`config.mk`:
```
export PLATFORM = sky130hd
export DESIGN_NAME = hdbn_line_decoder
export DESIGN_NICKNAME = d
export VERILOG_FILES = /design/src/hdbn_pkg.sv /design/src/hdbn_core.sv /design/src/hdbn_out_queue.sv /design/src/hdbn_line_decoder.sv
export VERILOG_INCLUDE_DIRS = /design/src /design/src/src
export SDC_FILE = /design/constraint.sdc
export NUM_CORES = 1
export LEC_CHECK = 0
export ABC_AREA = 1
export ABC_CLOCK_PERIOD_IN_PS = 2800
export BUFFER_PORTS_ARGS = -buffer_cell sky130_fd_sc_hd__buf_4
export CAP_MARGIN = 20
export CORE_UTILIZATION = 30
export CTS_BUF_LIST = sky130_fd_sc_hd__clkbuf_4 sky130_fd_sc_hd__clkbuf_8
export CTS_CLUSTER_SIZE = 28
export DETAILED_ROUTE_END_ITERATION = 12
export GPL_TIMING_DRIVEN = 0
export PLACE_DENSITY = 0.53
export SLEW_MARGIN = 20
export SYNTH_ARGS = -nofsm -noshare
export SYNTH_HDL_FRONTEND = slang
export SYNTH_SLANG_ARGS = --single-unit
```
`constraint.sdc`:
```
create_clock -name clock -period 2.8 [get_ports clock]
set_clock_uncertainty 0.1 [all_clocks]
set_input_delay 0.56 -clock clock [delete_from_list [all_inputs] [get_ports clock]]
set_output_delay 0.56 -clock clock [all_outputs]
set_load 0.01 [all_outputs]
```
`src/assert_macros.svh`:
```
// ----------------------------------------------------------------------------
// Assertion macros
// Shared concurrent assertion forms for the HDBn line decoder RTL.
// ----------------------------------------------------------------------------
`ifndef ASSERT_MACROS_SVH
`define ASSERT_MACROS_SVH

// Check that a condition holds at every clock edge outside reset.
`define ASSERT_ALWAYS(name, cond) \
   name: assert property (@(posedge clock) disable iff (reset) (cond)) \
      else $error("assertion failed: %m");

// Check that a consequent holds in the cycle after an antecedent.
`define ASSERT_NEXT(name, ante, cons) \
   name: assert property (@(posedge clock) disable iff (reset) (ante) |=> (cons)) \
      else $error("assertion failed: %m");

`endif

```
`src/hdbn_pkg.sv`:
```
// ----------------------------------------------------------------------------
// HDBn decoder package
// Transaction types and fixed constants of the HDBn line decoder.
// ----------------------------------------------------------------------------
package hdbn_pkg;

   localparam int HdbOrderWidth = 3;
   localparam logic [HdbOrderWidth-1:0] HdbOrderMin   = 3'd2;
   localparam logic [HdbOrderWidth-1:0] HdbOrderReset = 3'd3;

   typedef struct packed {
      logic p_pulse;
      logic n_pulse;
      logic end_of_message;
   } hdbn_req_type;

   typedef struct packed {
      logic data_bit;
      logic last_bit;
   } hdbn_rsp_type;

   typedef struct packed {
      logic load;
      logic last;
   } hdbn_load_ctl_type;

endpackage

```
`src/hdbn_core.sv`:
```
// ----------------------------------------------------------------------------
// HDBn decode core
// Polarity tracking, violation clearing and the symbol delay line.
// ----------------------------------------------------------------------------
`include "assert_macros.svh"

module hdbn_core
   import hdbn_pkg::*;
#(
   parameter int MAX_ORDER = 7,
   localparam int Depth = MAX_ORDER + 1,
   localparam int CntWidth = $clog2(Depth + 1)
) (
   input  logic                     clock,
   input  logic                     reset,
   input  logic                     csr_write_enable,
   input  logic [HdbOrderWidth-1:0] csr_write_data,
   input  logic                     fire,
   input  hdbn_req_type             item,
   output hdbn_load_ctl_type        load_ctl,
   output logic [Depth-1:0]         load_bits,
   output logic [CntWidth-1:0]      load_count
);

   logic [HdbOrderWidth-1:0] order_ff;
   logic [Depth-1:0]         line_ff, line_in;
   logic [CntWidth-1:0]      fill_ff, fill_in;
   logic                     pol_ff, pol_in;

   logic [CntWidth-1:0] order;
   logic [CntWidth-1:0] fill_push;
   logic [CntWidth-1:0] pop_count;
   logic [Depth-1:0]    line_new;
   logic                pulse;
   logic                violation;
   logic                mark;

   always_comb begin
      // clamp the programmed order into the supported range
      if (int'(order_ff) < int'(HdbOrderMin)) begin
         order = CntWidth'(HdbOrderMin);
      end else if (int'(order_ff) > MAX_ORDER) begin
         order = CntWidth'(MAX_ORDER);
      end else begin
         order = CntWidth'(order_ff);
      end

      pulse     = item.p_pulse ^ item.n_pulse;
      violation = pulse && (item.p_pulse == pol_ff);
      mark      = pulse && !violation;

      // clear the newest held symbols on a violation, then push this one
      line_new = line_ff;
      for (int j = 0; j < Depth; j++) begin
         if (violation && (j < int'(fill_ff)) && ((j + int'(order)) >= int'(fill_ff))) begin
            line_new[j] = 1'b0;
         end
         if (j == int'(fill_ff)) begin
            line_new[j] = mark;
         end
      end

      fill_push = fill_ff + CntWidth'(1);

      if (item.end_of_message) begin
         pop_count = fill_push;
      end else if (fill_push > order) begin
         pop_count = fill_push - order;
      end else begin
         pop_count = '0;
      end

      for (int j = 0; j < Depth; j++) begin
         load_bits[j] = (j < int'(pop_count)) && line_new[j];
      end
      load_count    = pop_count;
      load_ctl.load = fire;
      load_ctl.last = item.end_of_message;

      // advance state; end of message returns to the reset state
      line_in = line_ff;
      fill_in = fill_ff;
      pol_in  = pol_ff;
      if (fire) begin
         if (item.end_of_message) begin
            line_in = '0;
            fill_in = '0;
            pol_in  = 1'b0;
         end else begin
            line_in = line_new >> pop_count;
            fill_in = fill_push - pop_count;
            pol_in  = mark ? item.p_pulse : pol_ff;
         end
      end
   end

   always_ff @(posedge clock) begin
      if (reset) begin
         order_ff <= HdbOrderReset;
         line_ff  <= '0;
         fill_ff  <= '0;
         pol_ff   <= 1'b0;
      end else begin
         if (csr_write_enable) begin
            order_ff <= csr_write_data;
         end
         line_ff <= line_in;
         fill_ff <= fill_in;
         pol_ff  <= pol_in;
      end
   end

   `ASSERT_ALWAYS(a_fill_bounded, int'(fill_ff) <= MAX_ORDER)
   `ASSERT_NEXT(a_eom_clears, fire && item.end_of_message, (fill_ff == '0) && !pol_ff)

endmodule

```
`src/hdbn_out_queue.sv`:
```
// ----------------------------------------------------------------------------
// HDBn output queue
// Holds the decoded bits of one transaction and releases one per cycle while the receiver does not stall.
// ----------------------------------------------------------------------------
`include "assert_macros.svh"

module hdbn_out_queue
   import hdbn_pkg::*;
#(
   parameter int MAX_ORDER = 7,
   localparam int Depth = MAX_ORDER + 1,
   localparam int CntWidth = $clog2(Depth + 1)
) (
   input  logic                clock,
   input  logic                reset,
   input  hdbn_load_ctl_type   load_ctl,
   input  logic [Depth-1:0]    load_bits,
   input  logic [CntWidth-1:0] load_count,
   output logic                load_ready,
   output logic                rsp_valid,
   input  logic                rsp_stall,
   output hdbn_rsp_type        rsp_data
);

   logic [Depth-1:0]    bits_ff, bits_in;
   logic [CntWidth-1:0] count_ff, count_in;
   logic                last_ff, last_in;
   logic                pop;

   always_comb begin
      rsp_valid         = (count_ff != '0);
      pop               = rsp_valid && !rsp_stall;
      load_ready        = (count_ff == '0) || ((count_ff == CntWidth'(1)) && !rsp_stall);
      rsp_data.data_bit = bits_ff[0];
      rsp_data.last_bit = last_ff && (count_ff == CntWidth'(1));

      bits_in  = bits_ff;
      count_in = count_ff;
      last_in  = last_ff;
      if (load_ctl.load) begin
         bits_in  = load_bits;
         count_in = load_count;
         last_in  = load_ctl.last && (load_count != '0);
      end else if (pop) begin
         bits_in  = bits_ff >> 1;
         count_in = count_ff - CntWidth'(1);
         if (count_ff == CntWidth'(1)) begin
            last_in = 1'b0;
         end
      end
   end

   always_ff @(posedge clock) begin
      if (reset) begin
         count_ff <= '0;
         last_ff  <= 1'b0;
      end else begin
         count_ff <= count_in;
         last_ff  <= last_in;
      end
      bits_ff <= bits_in;
   end

   `ASSERT_ALWAYS(a_count_bounded, int'(count_ff) <= Depth)
   `ASSERT_ALWAYS(a_last_needs_data, !last_ff || (count_ff != '0))
   `ASSERT_ALWAYS(a_load_when_ready, !load_ctl.load || load_ready)

endmodule

```
`src/hdbn_line_decoder.sv`:
```
// ----------------------------------------------------------------------------
// HDBn line decoder
// Decodes bipolar HDBn line symbols back to binary data.
// ----------------------------------------------------------------------------
// Each request transaction carries one received symbol as its positive and
// negative rail bits; a pulse repeating the polarity of the previous pulse is
// a violation and clears itself and the hdb_order symbols before it. Decoded
// bits leave hdb_order symbols after they enter, one response transaction
// each. In steady state, while the receiver does not stall, the block takes
// one symbol per cycle and returns one bit per cycle; each symbol passes the
// input register, then the output queue. A symbol marked end_of_message
// flushes every held bit, the last one carrying last_bit, and lowering
// hdb_order mid-message releases the excess held bits at once; the request
// side stalls while such a burst drains, one bit per unstalled cycle.
// Write hdb_order only while the block is idle. There is no clearing pass
// after reset.
`include "assert_macros.svh"

module hdbn_line_decoder
   import hdbn_pkg::*;
#(
   parameter int MAX_ORDER = 7
) (
   input  logic                     clock,
   input  logic                     reset,
   input  logic                     req_valid,
   output logic                     req_stall,
   input  hdbn_req_type             req_data,
   output logic                     rsp_valid,
   input  logic                     rsp_stall,
   output hdbn_rsp_type             rsp_data,
   input  logic                     csr_write_enable,
   input  logic [HdbOrderWidth-1:0] csr_write_data
);

   localparam int Depth = MAX_ORDER + 1;
   localparam int CntWidth = $clog2(Depth + 1);

   // input register: one symbol waiting to be decoded
   hdbn_req_type item_ff;
   logic         item_valid_ff, item_valid_in;

   logic                load_ready;
   logic                fire;
   logic                req_accept;
   hdbn_load_ctl_type   load_ctl;
   logic [Depth-1:0]    load_bits;
   logic [CntWidth-1:0] load_count;

   // decode the held symbol once the queue can take its bits
   assign fire       = item_valid_ff && load_ready;
   // stall only while a symbol is held and cannot advance
   assign req_stall  = item_valid_ff && !load_ready;
   assign req_accept = req_valid && !req_stall;

   always_comb begin
      item_valid_in = item_valid_ff;
      if (req_accept) begin
         item_valid_in = 1'b1;
      end else if (fire) begin
         item_valid_in = 1'b0;
      end
   end

   always_ff @(posedge clock) begin
      if (reset) begin
         item_valid_ff <= 1'b0;
      end else begin
         item_valid_ff <= item_valid_in;
      end
      if (req_accept) begin
         item_ff <= req_data;
      end
   end

   hdbn_core #(
      .MAX_ORDER(MAX_ORDER)
   ) u_core (
      .clock            (clock),
      .reset            (reset),
      .csr_write_enable (csr_write_enable),
      .csr_write_data   (csr_write_data),
      .fire             (fire),
      .item             (item_ff),
      .load_ctl         (load_ctl),
      .load_bits        (load_bits),
      .load_count       (load_count)
   );

   hdbn_out_queue #(
      .MAX_ORDER(MAX_ORDER)
   ) u_out_queue (
      .clock      (clock),
      .reset      (reset),
      .load_ctl   (load_ctl),
      .load_bits  (load_bits),
      .load_count (load_count),
      .load_ready (load_ready),
      .rsp_valid  (rsp_valid),
      .rsp_stall  (rsp_stall),
      .rsp_data   (rsp_data)
   );

   // an accepted symbol is always held in the next cycle
   `ASSERT_NEXT(a_accept_holds, req_accept, item_valid_ff)

endmodule

```
# ---- Word level (Yosys, flattened, before mapping)
# Cells that the tools add are included.
dict set report classes {
  eq_ne 9
  n_reduce_logical 48
  n_shift 1
  bitwise_logic 1
  addsub 11
  magnitude_cmp 26
  n_mux 32
}
# cell count
set ops {}
lappend ops {{$ge A32 B5 Y1} 7}
lappend ops {{$logic_and A1 B1 Y1} 33}
lappend ops {{$lt A3 B4 Y1 const A} 8}
lappend ops {{$mux W8} 3}
lappend ops {{$mux W1} 23}
lappend ops {{$mux W4} 5}
lappend ops {{$add A3 B3 Y4 const A} 4}
lappend ops {{$eq A4 B4 Y1 const A} 4}
lappend ops {{$lt A1 B4 Y1 const A} 4}
lappend ops {{$lt A2 B4 Y1 const A} 4}
lappend ops {{$add A2 B3 Y4 const A} 2}
lappend ops {{$eq A3 B4 Y1 const A} 2}
lappend ops {{$logic_not A4 Y1} 2}
lappend ops {{$reduce_bool A2 Y1} 4}
lappend ops {{$reduce_bool A4 Y1} 2}
lappend ops {{$shr A8 B4 Y8} 1}
lappend ops {{$add A1 B3 Y4 const A} 1}
lappend ops {{$add A4 B1 Y4 const B} 1}
lappend ops {{$eq A2 B4 Y1 const A} 1}
lappend ops {{$eq A4 B1 Y1 const B} 1}
lappend ops {{$ge A3 B4 Y1} 1}
lappend ops {{$gt A4 B3 Y1} 1}
lappend ops {{$logic_not A1 Y1} 4}
lappend ops {{$reduce_and A2 Y1} 2}
lappend ops {{other kinds (8)} 8}
dict set report totals {
  elab_cells 139
  in_bits 11
  regBits 33
  output_inout_bits 4
}

# ---- Depth between registers and ports, before layout
dict set report logic_depth {
  depth_word 9
  ltp_mapped 23
  depth_no_buf 23
}

# ---- By module
# Synthesis repeated with hierarchy kept, for this count alone.
dict set report hier_totals {
  hier_cells 486
  area_unflattened_um2 3171.8
}
# module instances area_per_inst_um2 cells_each seq_area_each_um2
set modules_own_cells {}
lappend modules_own_cells {hdbn_core 1 2314.7 380 320.3}
lappend modules_own_cells {hdbn_out_queue 1 710.7 94 340.3}
lappend modules_own_cells {hdbn_line_decoder 1 146.4 12 110.1}

# ---- Least setup slack after synthesis
# OpenSTA, ideal clock, no wires.
dict set report synth_path {
  path_kind {register to register}
  start {reg u_core.fill_ff[0]}
  end {reg u_core.fill_ff[2]}
  slack_ns -0.219
  arrival_time_ns 2.786
  stages_incl_launch_ff 23
  synth_period_minus_slack_ns 3.019
  n_path_buf 1
  setup_time_ns 0.133
  required_time_ns 2.567
  path_cell_list {dfxtp_1 -> inv_2 -> ha_1 -> inv_1 -> nand2_2 -> nand2_1 -> inv_1 -> ha_1 -> inv_1 -> nand2_2 -> nand2_2 -> nand2_2 -> nand2_2 -> nand2_4 -> nand2_2 -> nand2_4 -> buf_8 -> ha_1 -> inv_1 -> fa_1 -> xor2_1 -> nand2_1 -> a21oi_1}
}
dict set report synth_between {
  elab_chain_len 6
  elab_cells_between_ends 7
  classes_between {add/sub (3); order compare (1); mux (3)}
}
# item line_no
set synth_lines {}
lappend synth_lines {{from (decl)} hdbn_core.sv:27} ;# logic [CntWidth-1:0] fill_ff, fill_in;
lappend synth_lines {{from (signal assigned)} hdbn_core.sv:108} ;# fill_ff <= fill_in;
lappend synth_lines {{$add A4 B1 Y4 *} hdbn_core.sv:63} ;# fill_push = fill_ff + CntWidth'(1);
lappend synth_lines {{$sub A4 B3 Y4 / $gt A4 B3 Y1 (equally long branches)} {hdbn_core.sv:68, hdbn_core.sv:67}}
lappend synth_lines {{$mux W4} hdbn_core.sv:67} ;# end else if (fill_push > order) begin
lappend synth_lines {{$mux W4} hdbn_core.sv:65} ;# if (item.end_of_message) begin
lappend synth_lines {{$sub A4 B4 Y4 *} hdbn_core.sv:91} ;# fill_in = fill_push - pop_count;
lappend synth_lines {{$mux W4 *} hdbn_core.sv:85} ;# if (item.end_of_message) begin
# Mark *: on every way between the ends. The rest lies on a longest branch, timed or not.
# A chain may end at the register's enable or synchronous reset.

# ---- Worst setup path in the final report
dict set report layout_path {
  start {reg u_core.fill_ff[0]}
  end {reg u_core.line_ff[1]}
}
dict set report layout_between {
  elab_chain_len 7
  elab_cells_between_ends 63
  classes_between {add/sub (2); order compare (17); eq/ne (7); shift (1); mux (19); reduce/logical (17)}
}
# item line_no
set layout_lines {}
lappend layout_lines {{branches (longest 5 deep; another with $ge A32 B5 Y1)} -}
lappend layout_lines {{$shr A8 B4 Y8 *} hdbn_core.sv:90} ;# line_in = line_new >> pop_count;
lappend layout_lines {{$mux W8 *} hdbn_core.sv:85}
lappend layout_lines {{to (signal assigned)} hdbn_core.sv:107} ;# line_ff <= line_in;
lappend layout_lines {{to (decl)} hdbn_core.sv:26} ;# logic [Depth-1:0] line_ff, line_in;
# Every way passes the cells marked *.

==> results by group <==
Global routing
  – Initial antenna violation count: 0
  – Pin count of the biggest net entering global routing: 12
  – Global-route wire length before repair: 13.5 mm
  – Vias in the first global route: 2,870
  – Tot GR Track Use: 16.7%
  – GRT overflow: 0

Worst setup path
  – WP buf/inv: 6
  – Worst path slowest cell: dfxtp_4
  – Setup crit start kind: register
  – Worst setup EP type: register
  – CP peak stage delay: 0.39 ns
  – Delay-heaviest family, CP: simple AND/OR/NAND/NOR gates
  – CP cell instances: inv_4 > ha_4 > inv_2 > nand2_2 > nand2_2 > inv_2 > ha_4 > inv_2 > nand2_2 > nand2_2 > nand2_2 > nand2_2 > nand2_4 > buf_6 > a21oi_4 > buf_6 > nand2_2 > nand2_2 > nand3_2 > nand2_1 > nand2_1 > a21oi_2
  – CP dominant cell by count: nand2_2
  – CP max FO: 7
  – Required @ worst endpoint: 2.92 ns
  – Crit Path Category: register to register
  – Crit path DAT: 2.79 ns

Drt
  – DR vias/cell: 4.67
  – Wire length per cell: 13.1 um
  – DRT antenna net count: 0
  – DRC: 0
  – Initial DRC Count: 194
  – TritonRoute pass-1 iters: 4
  – Final wirelength: 8.33 mm
  – Routed vias: 2,963

Logic synthesis
  – Post-synth EDFFs: 11
  – Multiplexer share of the synthesized area: 0%
  – Synthesis Warnings: 0
  – Most used DFF post-synth: dfxtp_1
  – Largest family of logic cells by synthesized area: simple AND/OR/NAND/NOR gates
  – XOR/XNOR Fraction of Synth Area: 2.51%
  – Ys async rst share: 0%
  – Synth Area in Compound Gates: 13.9%
  – Post-Synth Adder-Cell Area: 14.4%
  – Yosys cell types: 42
  – Post-synthesis simple-gate area fraction: 33.5%
  – Cells after Synth: 456
  – Register area share after synthesis: 24.9%
  – Synthesized area: 3090 sq um
  – Seq cells post-synth: 33
  – Mean Syn Cell Area: 6.77 sq um

STA
  – Final period util: 95.4%
  – Slew HR: 52.2%
  – Max-slew violation count: 0
  – Setup violations, final: 0
  – RSZ-0062 raised after global routing: yes
  – Setup ws final: 0.130 ns
  – Final Critical Period: 2.67 ns
  – Final hold vios: 0
  – Worst slew pin tran: 0.717 ns
  – Fmax achieved: 0.375 GHz

Clock tree
  – Root Buffer: clkbuf_8
  – CTS clk-pin slew, worst paths: 0.08 ns
  – Clock Sinks: 33
  – Clock Latency Late Sink: 0.30 ns
  – Clock buffer depth: 2
  – Num CTS Buffers: 5
  – CTS tree: yes
  – CTS H-tree depth: 2

Cells and area
  – Post-Layout Cell Count: 634
  – Multi-input gate area: 2170 sq um
  – Antenna cells: 0
  – Design area: 3830 sq um
  – Register Area: 781 sq um
  – Layout net count: 546
  – Fill cells: 1,030
  – Layout cell share with drive strength beyond 1: 25.5%
  – Synthesis-to-finish area growth: 24.1%
  – Fin util: 38.9%

Power and ir drop
  – Power per standard cell area: 567 nW/um^2
  – Pleak: 0.00176 uW
  – Max rail drop VDD: 0.289 mV

Run
  – Max cap viols: 0

Placed design
  – Pre-CTS setup slack: -0.370 ns
  – Final HPWL DP: 6.25 mm
  – Placed Instances: 604
  – PortBufs: 13
  – Gpl congestion: 0.889
  – DP Area: 3380 sq um

Die
  – Row count: 36
  – # IOs: 15
  – Starting Density: 31.3%
  – Die width: 103 um
  – Core Box Area: 9860 sq um
  – Die ar.: 10,700 sq um
  – Die height: 103 um

Run status
  – Status: complete, no violations

Min path
  – Tightest Hold Check Type: primary input to register
## worst reg2reg max path, delay by kind of cell, from the launching register on
family                     cells  cell delay, ns
adders and majority gates      2            0.39
AOI/OAI and AO/OA              2            0.43
buffers and inverters          6            0.49
and+or+nand+nor               12            0.77
DFF                            1            0.39
## routing by layer
metal / up-vias / part of all wire [%] / GRT usage, %
met4: 0 / 2.0 / 6.28
met2: 63 / 48 / 28.5
met1: 1330 / 46 / 21.2
met5: - / 0 / 0
li1: 1554 / - / -
met3: 16 / 3.5 / 2.49
## kinds of logic (layout without fill, tap and decap cells)
group / after synthesis / count (layout)
flip-flops: 33 / 33
AO/OA/AOI/OAI: 75 / 75
adder cells (fa/ha/maj): 35 / 35
other: 1 / 2
AND/OR/NAND/NOR: 226 / 226
XOR/XNOR: 8 / 8
buffers and inverters: 78 / 122
## placed cells by master, fill, tap and decap left out, drive strengths merged, types with 2 or more instances in the layout
cell type	netlist	layout
nand2	150	150
inv	64	64
buf	7	43
a21oi	39	39
nor2	37	37
ha	34	34
nand3	33	33
o21ai	26	26
dfxtp	22	22
edfxtp	11	11
clkbuf	4	9
xor2	7	7
clkinv	3	5
nand4	4	4
a21boi	3	3
a22o	2	2
a221oi	2	2
conb	1	2
## where the power goes
part	switching (uW)	internal [uW]	total, uW	leakage, uW
Clock	205	172	377	0.0000439
Combinational	673	441	1110	0.00143
Sequential	52.0	632	684	0.000288
Total	930	1240	2170	0.00176
## synthesized netlist by cell type (2+ instances only)
master | count | area share [%]
nor2_2 | 6 | 1.2
a21oi_1 | 37 | 6.0
clkinv_2 | 2 | 0.32
nand3_2 | 2 | 0.65
edfxtp_1 | 11 | 11
buf_6 | 2 | 0.73
o21ai_1 | 4 | 0.65
nor2_1 | 31 | 3.8
xor2_1 | 6 | 1.7
buf_2 | 3 | 0.49
o21ai_0 | 21 | 3.4
nand2_4 | 7 | 2.6
a22o_1 | 2 | 0.57
dfxtp_1 | 22 | 14
clkbuf_1 | 4 | 0.49
inv_1 | 59 | 7.2
ha_1 | 34 | 14
nand3_4 | 2 | 1.1
nand3_1 | 29 | 4.7
nand4_1 | 4 | 0.81
nand2_2 | 11 | 2.2
a221oi_1 | 2 | 0.57
inv_2 | 5 | 0.61
nand2_1 | 132 | 16
## state kept, by name, indices dropped and copies added (netlist names)
name                  flops
item_ff                   3
item_valid_ff             1
u_core.fill_ff            4
u_core.line_ff            8
u_core.order_ff           3
u_core.pol_ff             1
u_out_queue.bits_ff       8
u_out_queue.count_ff      4
u_out_queue.last_ff       1
## stage by stage
step	total power, uW	hold slack [ns]	TNS [ns]
floorplan	1410	0.341	0
CTS	2080	0.332	0
global placement	1650	0.357	-0.964
finish	2170	0.340	0
detailed placement	1670	0.363	-0.900
global route	2360	0.331	-0.0777
## worst paths after layout
path	slack, ns	startpoint	depth (start not counted)	endpoint
max	0.13	u_core.fill_ff[0]$_SDFFE_PP0P_	22	u_core.line_ff[1]$_SDFFE_PP0P_
max reg2reg	0.13	u_core.fill_ff[0]$_SDFFE_PP0P_	22	u_core.line_ff[1]$_SDFFE_PP0P_
min	0.34	req_data[2]	1	item_ff[2]$_DFFE_PP_
min reg2reg	0.37	u_core.line_ff[4]$_SDFFE_PP0P_	2	u_core.line_ff[4]$_SDFFE_PP0P_
## cell type report
type	count	share of cell area (%)
plain buffers	10	1.57
clock buffers	5	1.79
clock inverters	3	0.457
inverters	67	7.08
multi-input cells	346	56.5
flip-flops and latches	33	20.4
well taps	133	4.34
repair buffers	37	7.86
## what timing repair did
action,4_1_cts,5_1_grt
resized for setup,8,41
setup endpoints to repair,5,13
buffers inserted,9,14
hold buffers,0,0
pin swaps,3,30
Power figures use the tool's default switching activity.
